$ cat src/hdl/bcle_pkg.sv
package bcle_pkg;

    localparam int COMMAND_WIDTH = 3;
    localparam int INPUT_WIDTH   = 32;
    localparam int STATUS_WIDTH  = 2;
    localparam int FIELD_WIDTH   = 5;

    typedef enum logic [COMMAND_WIDTH-1:0] {
        CMD_INSERT_FRONT  = 3'd0,
        CMD_INSERT_BACK   = 3'd1,
        CMD_INSERT_SORTED = 3'd2,
        CMD_REMOVE        = 3'd3,
        CMD_SEARCH        = 3'd4
    } command_t;

    typedef enum logic [STATUS_WIDTH-1:0] {
        STAT_DONE      = 2'd0,
        STAT_FULL      = 2'd1,
        STAT_NOT_FOUND = 2'd2
    } status_t;

    typedef enum logic {
        ST_IDLE,
        ST_APPLY
    } state_t;

    // compare controls, sampled by every cell when a transaction is taken
    typedef struct packed {
        logic load;
        logic front;
        logic sorted;
        logic insert;
        logic match;
    } cmp_ctl_t;

    // update controls for the apply cycle
    typedef struct packed {
        logic ins;
        logic del;
    } upd_ctl_t;

endpackage

$ cat src/hdl/bcle_req_if.sv
interface bcle_req_if;

    logic                                 valid;
    logic                                 ready;
    logic [bcle_pkg::COMMAND_WIDTH-1:0]   command;
    logic signed [bcle_pkg::INPUT_WIDTH-1:0] value;

    modport source (
        output valid,
        output command,
        output value,
        input  ready
    );

    modport sink (
        input  valid,
        input  command,
        input  value,
        output ready
    );

endinterface

$ cat src/hdl/bcle_rsp_if.sv
interface bcle_rsp_if;

    logic                               valid;
    logic                               ready;
    logic [bcle_pkg::STATUS_WIDTH-1:0]  status;
    logic [bcle_pkg::FIELD_WIDTH-1:0]   position;
    logic [bcle_pkg::FIELD_WIDTH-1:0]   element_count;

    modport source (
        output valid,
        output status,
        output position,
        output element_count,
        input  ready
    );

    modport sink (
        input  valid,
        input  status,
        input  position,
        input  element_count,
        output ready
    );

endinterface

$ cat src/hdl/bcle_cell.sv
module bcle_cell #(
    parameter int CELL_INDEX  = 0,
    parameter int VALUE_WIDTH = 32,
    parameter int COUNT_WIDTH = 5
) (
    input  logic                          clk,
    input  logic                          rst_n,
    input  bcle_pkg::cmp_ctl_t            cmp,
    input  bcle_pkg::upd_ctl_t            upd,
    input  logic [COUNT_WIDTH-1:0]        count,
    input  logic signed [VALUE_WIDTH-1:0] probe,
    input  logic signed [VALUE_WIDTH-1:0] wr_val,
    input  logic signed [VALUE_WIDTH-1:0] left_val,
    input  logic signed [VALUE_WIDTH-1:0] right_val,
    input  logic                          before_in,
    output logic                          before_out,
    output logic                          first_out,
    output logic signed [VALUE_WIDTH-1:0] val_out
);

    localparam bit IS_HEAD = (CELL_INDEX == 0);

    logic signed [VALUE_WIDTH-1:0] val_reg;
    logic                          hit_reg;
    logic                          hit_next;
    logic                          occupied;
    logic                          is_tail;
    logic                          gt;
    logic                          eq;
    logic                          order_hit;

    assign occupied = (COUNT_WIDTH'(CELL_INDEX) < count);
    assign is_tail  = (COUNT_WIDTH'(CELL_INDEX) == count);
    assign gt       = (val_reg > probe);
    assign eq       = (val_reg == probe);

    // head takes a strictly smaller value; later cells stop at the first not-less
    assign order_hit = IS_HEAD ? gt : (gt | eq);

    always_comb
    begin
        hit_next = (cmp.match  & occupied & eq)
                 | (cmp.sorted & occupied & order_hit)
                 | (cmp.front  & IS_HEAD)
                 | (cmp.insert & is_tail);
    end

    always_ff @(posedge clk or negedge rst_n)
    begin
        if (!rst_n)
        begin
            hit_reg <= 1'b0;
        end
        else if (cmp.load)
        begin
            hit_reg <= hit_next;
        end
    end

    assign first_out  = hit_reg & ~before_in;
    assign before_out = before_in | hit_reg;

    always_ff @(posedge clk)
    begin
        if (upd.ins)
        begin
            if (before_in)
            begin
                val_reg <= left_val;
            end
            else if (hit_reg)
            begin
                val_reg <= wr_val;
            end
        end
        else if (upd.del && before_out)
        begin
            val_reg <= right_val;
        end
    end

    assign val_out = val_reg;

endmodule

$ cat src/hdl/bounded_circular_list_engine.sv
// Result: a taken transaction waits in ST_APPLY and its result is registered
//   as it leaves ST_APPLY, which it does only once the previous result is read.
// One command at a time: the cells compare on acceptance and shift one place as
//   ST_APPLY is left, and the next command is taken only back in ST_IDLE.
// Reset (rst_n, async, active low) empties the list; cell contents are left as is.
module bounded_circular_list_engine #(
    parameter int CAPACITY    = 16,
    parameter int VALUE_WIDTH = 32
) (
    input  logic       clk,
    input  logic       rst_n,
    bcle_req_if.sink   req,
    bcle_rsp_if.source rsp
);

    localparam int CW = $clog2(CAPACITY + 1);

    // FSM
    bcle_pkg::state_t state_reg;
    bcle_pkg::state_t state_next;

    // command held from acceptance to apply
    logic [bcle_pkg::COMMAND_WIDTH-1:0] cmd_reg;
    logic signed [VALUE_WIDTH-1:0]      key_reg;
    logic signed [VALUE_WIDTH-1:0]      probe;

    logic [CW-1:0] count_reg;
    logic [CW-1:0] count_next;

    // result register
    logic                                rsp_valid_reg;
    logic [bcle_pkg::STATUS_WIDTH-1:0]   status_reg;
    logic [bcle_pkg::STATUS_WIDTH-1:0]   status_next;
    logic [bcle_pkg::FIELD_WIDTH-1:0]    position_reg;
    logic [bcle_pkg::FIELD_WIDTH-1:0]    position_next;

    logic                accept;
    logic                rsp_free;
    logic                apply;
    logic                full;
    logic                found;
    logic [CW-1:0]       hit_pos;
    bcle_pkg::cmp_ctl_t  cmp;
    bcle_pkg::upd_ctl_t  upd;

    // cell chain wiring
    logic signed [VALUE_WIDTH-1:0] cell_val [CAPACITY];
    logic                          ahead    [CAPACITY+1];
    logic                          first    [CAPACITY];

    assign accept   = req.valid & req.ready;
    assign rsp_free = ~rsp_valid_reg | rsp.ready;
    assign full     = (count_reg == CW'(CAPACITY));
    assign found    = ahead[CAPACITY];

    // low VALUE_WIDTH bits of the operand, sign extended when the cells are wider
    assign probe = VALUE_WIDTH'(req.value);

    //------------------------------------------------------------------
    // next state
    //------------------------------------------------------------------
    always_comb
    begin
        state_next = state_reg;
        case (state_reg)
            bcle_pkg::ST_IDLE:
            begin
                if (accept)
                begin
                    state_next = bcle_pkg::ST_APPLY;
                end
            end
            bcle_pkg::ST_APPLY:
            begin
                if (rsp_free)
                begin
                    state_next = bcle_pkg::ST_IDLE;
                end
            end
            default:
            begin
                state_next = bcle_pkg::ST_IDLE;
            end
        endcase
    end

    //------------------------------------------------------------------
    // FSM outputs
    //------------------------------------------------------------------
    always_comb
    begin
        req.ready = 1'b0;
        apply     = 1'b0;
        case (state_reg)
            bcle_pkg::ST_IDLE:
            begin
                req.ready = 1'b1;
            end
            bcle_pkg::ST_APPLY:
            begin
                apply = rsp_free;
            end
            default:
            begin
                req.ready = 1'b0;
            end
        endcase
    end

    //------------------------------------------------------------------
    // compare setup: every cell latches its hit flag on acceptance.
    // An insert also flags the cell just past the tail, so the append slot
    // is always found last in the priority chain.
    //------------------------------------------------------------------
    always_comb
    begin
        cmp        = '0;
        cmp.load   = accept;
        case (req.command)
            bcle_pkg::CMD_INSERT_FRONT:
            begin
                cmp.front  = 1'b1;
                cmp.insert = 1'b1;
            end
            bcle_pkg::CMD_INSERT_BACK:
            begin
                cmp.insert = 1'b1;
            end
            bcle_pkg::CMD_INSERT_SORTED:
            begin
                cmp.sorted = 1'b1;
                cmp.insert = 1'b1;
            end
            bcle_pkg::CMD_REMOVE, bcle_pkg::CMD_SEARCH:
            begin
                cmp.match = 1'b1;
            end
            default:
            begin
                cmp.insert = 1'b0;
            end
        endcase
    end

    //------------------------------------------------------------------
    // apply: status, position, count and the shift controls
    //------------------------------------------------------------------
    always_comb
    begin
        status_next   = bcle_pkg::STAT_DONE;
        position_next = '0;
        count_next    = count_reg;
        upd           = '0;
        case (cmd_reg)
            bcle_pkg::CMD_INSERT_FRONT, bcle_pkg::CMD_INSERT_BACK,
            bcle_pkg::CMD_INSERT_SORTED:
            begin
                if (full)
                begin
                    status_next = bcle_pkg::STAT_FULL;
                end
                else
                begin
                    position_next = bcle_pkg::FIELD_WIDTH'(hit_pos);
                    count_next    = count_reg + CW'(1);
                    upd.ins       = apply;
                end
            end
            bcle_pkg::CMD_REMOVE:
            begin
                if (found)
                begin
                    position_next = bcle_pkg::FIELD_WIDTH'(hit_pos);
                    count_next    = count_reg - CW'(1);
                    upd.del       = apply;
                end
                else
                begin
                    status_next = bcle_pkg::STAT_NOT_FOUND;
                end
            end
            bcle_pkg::CMD_SEARCH:
            begin
                if (found)
                begin
                    position_next = bcle_pkg::FIELD_WIDTH'(hit_pos);
                end
                else
                begin
                    status_next = bcle_pkg::STAT_NOT_FOUND;
                end
            end
            default:
            begin
                status_next = bcle_pkg::STAT_DONE;
            end
        endcase
    end

    //------------------------------------------------------------------
    // cell row: priority passes front to back through ahead[]
    //------------------------------------------------------------------
    assign ahead[0] = 1'b0;

    for (genvar i = 0; i < CAPACITY; i++)
    begin : g_cell
        bcle_cell #(
            .CELL_INDEX  (i),
            .VALUE_WIDTH (VALUE_WIDTH),
            .COUNT_WIDTH (CW)
        ) u_cell (
            .clk        (clk),
            .rst_n      (rst_n),
            .cmp        (cmp),
            .upd        (upd),
            .count      (count_reg),
            .probe      (probe),
            .wr_val     (key_reg),
            .left_val   ((i == 0) ? key_reg : cell_val[(i == 0) ? 0 : i - 1]),
            .right_val  (cell_val[(i == CAPACITY - 1) ? i : i + 1]),
            .before_in  (ahead[i]),
            .before_out (ahead[i+1]),
            .first_out  (first[i]),
            .val_out    (cell_val[i])
        );
    end

    // one-hot first hit to index
    always_comb
    begin
        hit_pos = '0;
        for (int i = 0; i < CAPACITY; i++)
        begin
            if (first[i])
            begin
                hit_pos = hit_pos | CW'(i);
            end
        end
    end

    //------------------------------------------------------------------
    // registers
    //------------------------------------------------------------------
    always_ff @(posedge clk or negedge rst_n)
    begin
        if (!rst_n)
        begin
            state_reg     <= bcle_pkg::ST_IDLE;
            count_reg     <= '0;
            rsp_valid_reg <= 1'b0;
        end
        else
        begin
            state_reg <= state_next;
            if (apply)
            begin
                count_reg     <= count_next;
                rsp_valid_reg <= 1'b1;
            end
            else if (rsp.ready)
            begin
                rsp_valid_reg <= 1'b0;
            end
        end
    end

    always_ff @(posedge clk)
    begin
        if (accept)
        begin
            cmd_reg <= req.command;
            key_reg <= probe;
        end
        if (apply)
        begin
            status_reg   <= status_next;
            position_reg <= position_next;
        end
    end

    assign rsp.valid         = rsp_valid_reg;
    assign rsp.status        = status_reg;
    assign rsp.position      = position_reg;
    assign rsp.element_count = bcle_pkg::FIELD_WIDTH'(count_reg);

endmodule
$ cat src/flat_wrapper.sv
// flat-port wrapper written by rule: the top's interface ports become plain ports
module bounded_circular_list_engine_flat 
#(
    parameter int CAPACITY    = 16,
    parameter int VALUE_WIDTH = 32
)
  (clk, rst_n, req_valid, req_command, req_value, req_ready, rsp_valid, rsp_status, rsp_position, rsp_element_count, rsp_ready);
  bcle_req_if req_i ();
  bcle_rsp_if rsp_i ();
  input  logic clk;
  input  logic rst_n;
  input wire logic [$bits(req_i.valid)-1:0] req_valid;
  input wire logic [$bits(req_i.command)-1:0] req_command;
  input wire logic [$bits(req_i.value)-1:0] req_value;
  output wire logic [$bits(req_i.ready)-1:0] req_ready;
  output wire logic [$bits(rsp_i.valid)-1:0] rsp_valid;
  output wire logic [$bits(rsp_i.status)-1:0] rsp_status;
  output wire logic [$bits(rsp_i.position)-1:0] rsp_position;
  output wire logic [$bits(rsp_i.element_count)-1:0] rsp_element_count;
  input wire logic [$bits(rsp_i.ready)-1:0] rsp_ready;
  assign req_i.valid = req_valid;
  assign req_i.command = req_command;
  assign req_i.value = req_value;
  assign req_ready = req_i.ready;
  assign rsp_valid = rsp_i.valid;
  assign rsp_status = rsp_i.status;
  assign rsp_position = rsp_i.position;
  assign rsp_element_count = rsp_i.element_count;
  assign rsp_i.ready = rsp_ready;
  bounded_circular_list_engine #(.CAPACITY(CAPACITY), .VALUE_WIDTH(VALUE_WIDTH)) u_core (.clk(clk), .rst_n(rst_n), .req(req_i), .rsp(rsp_i));
endmodule
$ cat config.mk
export PLATFORM = sky130hd
export DESIGN_NAME = bounded_circular_list_engine_flat
export DESIGN_NICKNAME = d
export VERILOG_FILES = /design/src/hdl/bcle_pkg.sv /design/src/hdl/bcle_req_if.sv /design/src/hdl/bcle_rsp_if.sv /design/src/hdl/bcle_cell.sv /design/src/hdl/bounded_circular_list_engine.sv /design/src/flat_wrapper.sv
export SDC_FILE = /design/constraint.sdc
export NUM_CORES = 2
export LEC_CHECK = 0
export BUFFER_PORTS_ARGS = -buffer_cell sky130_fd_sc_hd__buf_2
export CAP_MARGIN = 5
export CORE_MARGIN = 3
export CORE_UTILIZATION = 70
export CTS_CLUSTER_SIZE = 20
export DETAILED_ROUTE_END_ITERATION = 12
export MAX_ROUTING_LAYER = met4
export PLACE_DENSITY = 0.93
export SLEW_MARGIN = 20
export SYNTH_ARGS = -nofsm -noshare
export SYNTH_HDL_FRONTEND = slang
export SYNTH_HIERARCHICAL = 1
export SYNTH_SLANG_ARGS = --single-unit
export TNS_END_PERCENT = 100
$ cat constraint.sdc
create_clock -name clk -period 18.6 [get_ports clk]
set_input_delay 0.93 -clock clk [delete_from_list [all_inputs] [get_ports clk]]
set_output_delay 0.93 -clock clk [all_outputs]
set_load 0.03 [all_outputs]
==> results_dict.tcl <==
set metrics [dict create \
    status "completed" \
    path_max_fanout 35 \
    die_h_um 253 \
    power_frac_comb_pct 37.6 \
    finalHoldViolations 0 \
    largest_reg_flops 512 \
    min_period_ns 12.78 \
    slew_violations 0 \
    grt-ovfl-total 0 \
    core_um2 59700 \
    leakage_uw 0.0226 \
    postRouteWirelength_mm 132 \
    slowest_stage "or2_2" \
    ctsResizeCount 0 \
    worstSetupEndpointType "flip-flop" \
    grt_pass1_wl_mm 202 \
    layout.nets 4939 \
    fmax_mhz 78.2 \
    startpoint_type "flip-flop" \
    tritoncts "built" \
    firstDrtPassIters 7 \
    cts_root_buf "clkbuf_16" \
    required_ns 18.88 \
    drtAntennaViolNets 0 \
    dr.first_iter.drc_count 5794 \
    drive_above_1_share_pct 6.96 \
    cap_violations 0 \
    cts_hold_buf 0 \
    rows 89 \
    worstMarginPinSlew_ns 1.18 \
    finalSetupViolCount 0 \
    tns_ns 0 \
    hold_slack_ns 0.422 \
    grtUsageTotal_pct 41.7 \
    hold_class "primary input to asynchronous set/reset pin" \
    routedWlPerCell_um 25.4 \
    fillers 3549 \
    ys_warn_count 6 \
    p_sw_uw 2340 \
    via_per_inst 7.12 \
    finalPower_uw 5780 \
    seqPwrFrac_pct 41.3 \
    cp_common_cell "or2_2" \
    switching_share_pct 40.5 \
    portBuffers 51 \
    initial_core_util_pct 71.7 \
    gp_congestion 0.959 \
    cts-buffers-inserted 60 \
    post_cts_buffers 0 \
    p_per_area_nw_per_um2 127 \
    fp.dieW_um 253 \
    path_class "flip-flop to flip-flop" \
    top_level_ports 53 \
    die-area_um2 64100 \
    syn_area_um2 42800 \
    cts_buffer_depth 3 \
    rsz0062_at_grt "false" \
    drc_errors 0 \
    vias 37100 \
    max_slew_margin_pct 20.0 \
    max_stage_delay_ns 0.96 \
    area_delta_synth_final_pct 6.69 \
    fin_crit_sh_pct 68.7 \
    clock_sinks 576 \
    antenna_found_initial 3 \
    p_int_uw 3440 \
    fin_skew_ns 0.0135 \
    grt_pass1_vias 36200 \
    cts_max_level 2 \
    cp.arrival_ns 13.06 \
    clkPwrFrac_pct 21.1 \
    worstSkewPairLatency_ns 0.63 \
    syn_inst 4391 \
    clkTransAtPathRegs_ns 0.06 \
    grt_max_degree 280 \
    ir_worst_vdd_mv 0.115 \
    postSynthAreaPerCell_um2 9.74 \
    place_hpwl_mm 90.2 \
]
## final cells by class
type / count / area, um2 / area share, %
Tap cell: 773 / 967 / 2.12
Inverter: 544 / 2040 / 4.47
Clock buffer: 74 / 1610 / 3.52
Timing Repair Buffer: 107 / 688 / 1.51
Multi-Input combinational cell: 3095 / 22800 / 50.1
Clock inverter: 32 / 302 / 0.661
Antenna cell: 4 / 10.0 / 0.0219
Sequential cell: 576 / 17200 / 37.6
## power by group through the flow
stage / clock network (uW) / logic, uW / registers (uW)
global route: 1260 / 2360 / 2400
finish: 1220 / 2170 / 2390
detailed placement: 0 / 2040 / 2370
global placement: 0 / 1900 / 2360
floorplan: 0 / 1500 / 2240
CTS: 1210 / 2100 / 2360
## per-layer routing
metal / up-vias / part of all wire (%) / global-route usage, %
met2: 3196 / 44 / 63.0
met1: 17100 / 35 / 51.5
li1: 16000 / - / -
met5: - / 0 / -
met3: 728 / 14 / 9.07
met4: 0 / 7.5 / 25.4
## worst paths after layout
kind                                                       from                                  end  slack (ns)  depth (start not counted)
worst max-delay path            u_core/g_cell[0].u_cell/hit_reg  u_core/g_cell[2].u_cell/val_out[11]        5.82                         29
worst min-delay path                                      rst_n      u_core/g_cell[0].u_cell/hit_reg        0.42                          1
worst max register to register  u_core/g_cell[0].u_cell/hit_reg  u_core/g_cell[2].u_cell/val_out[11]        5.82                         29
worst min register to register                 u_core/rsp.valid                     u_core/rsp.valid        0.51                          2
max in group asynchronous                                 rst_n      u_core/g_cell[6].u_cell/hit_reg       17.64                          1
min in group clk                               u_core/rsp.valid                     u_core/rsp.valid        0.51                          2
## cell usage in the layout (no fill, tap or decap), drive strengths merged, types with 8 or more instances in the layout
cell	n
nand2	102
nor3b	9
o21ai	57
mux2i	516
a2111oi	22
dfrtp	23
nor2b	42
a31oi	8
ha	515
inv	544
clkinv	24
a311oi	8
o311ai	10
clkbuf	74
nor4	41
or2	21
a21oi	721
nand4	128
nand3	84
a221oi	11
nor2	570
nand2b	10
o21a	19
nor3	21
a211oi	18
a21o	34
and4	11
a211o	10
buf	107
o31ai	13
o211ai	21
edfxtp	553
## worst max-delay path, delay by kind of cell, from the launching register on
kind | cells | cell delay [ns]
AOI/OAI and AO/OA | 1 | 0.32
buffers and inverters | 11 | 5.30
DFF | 1 | 0.34
and+or+nand+nor | 17 | 6.27
## stage by stage
stage / area, um2 / worst slack, ns / instances / util, %
after detailed placement: 43700 / 6.20 / 5095 / 73.3
after global placement: 43700 / 6.46 / 5095 / 73.3
final: 45600 / 5.82 / 5205 / 76.5
after global routing: 45600 / 5.47 / 5204 / 76.5
after CTS: 45600 / 6.12 / 5201 / 76.5
after floorplan: 42800 / 9.49 / 4392 / -
No activity file was read; power rests on OpenSTA's default activity.
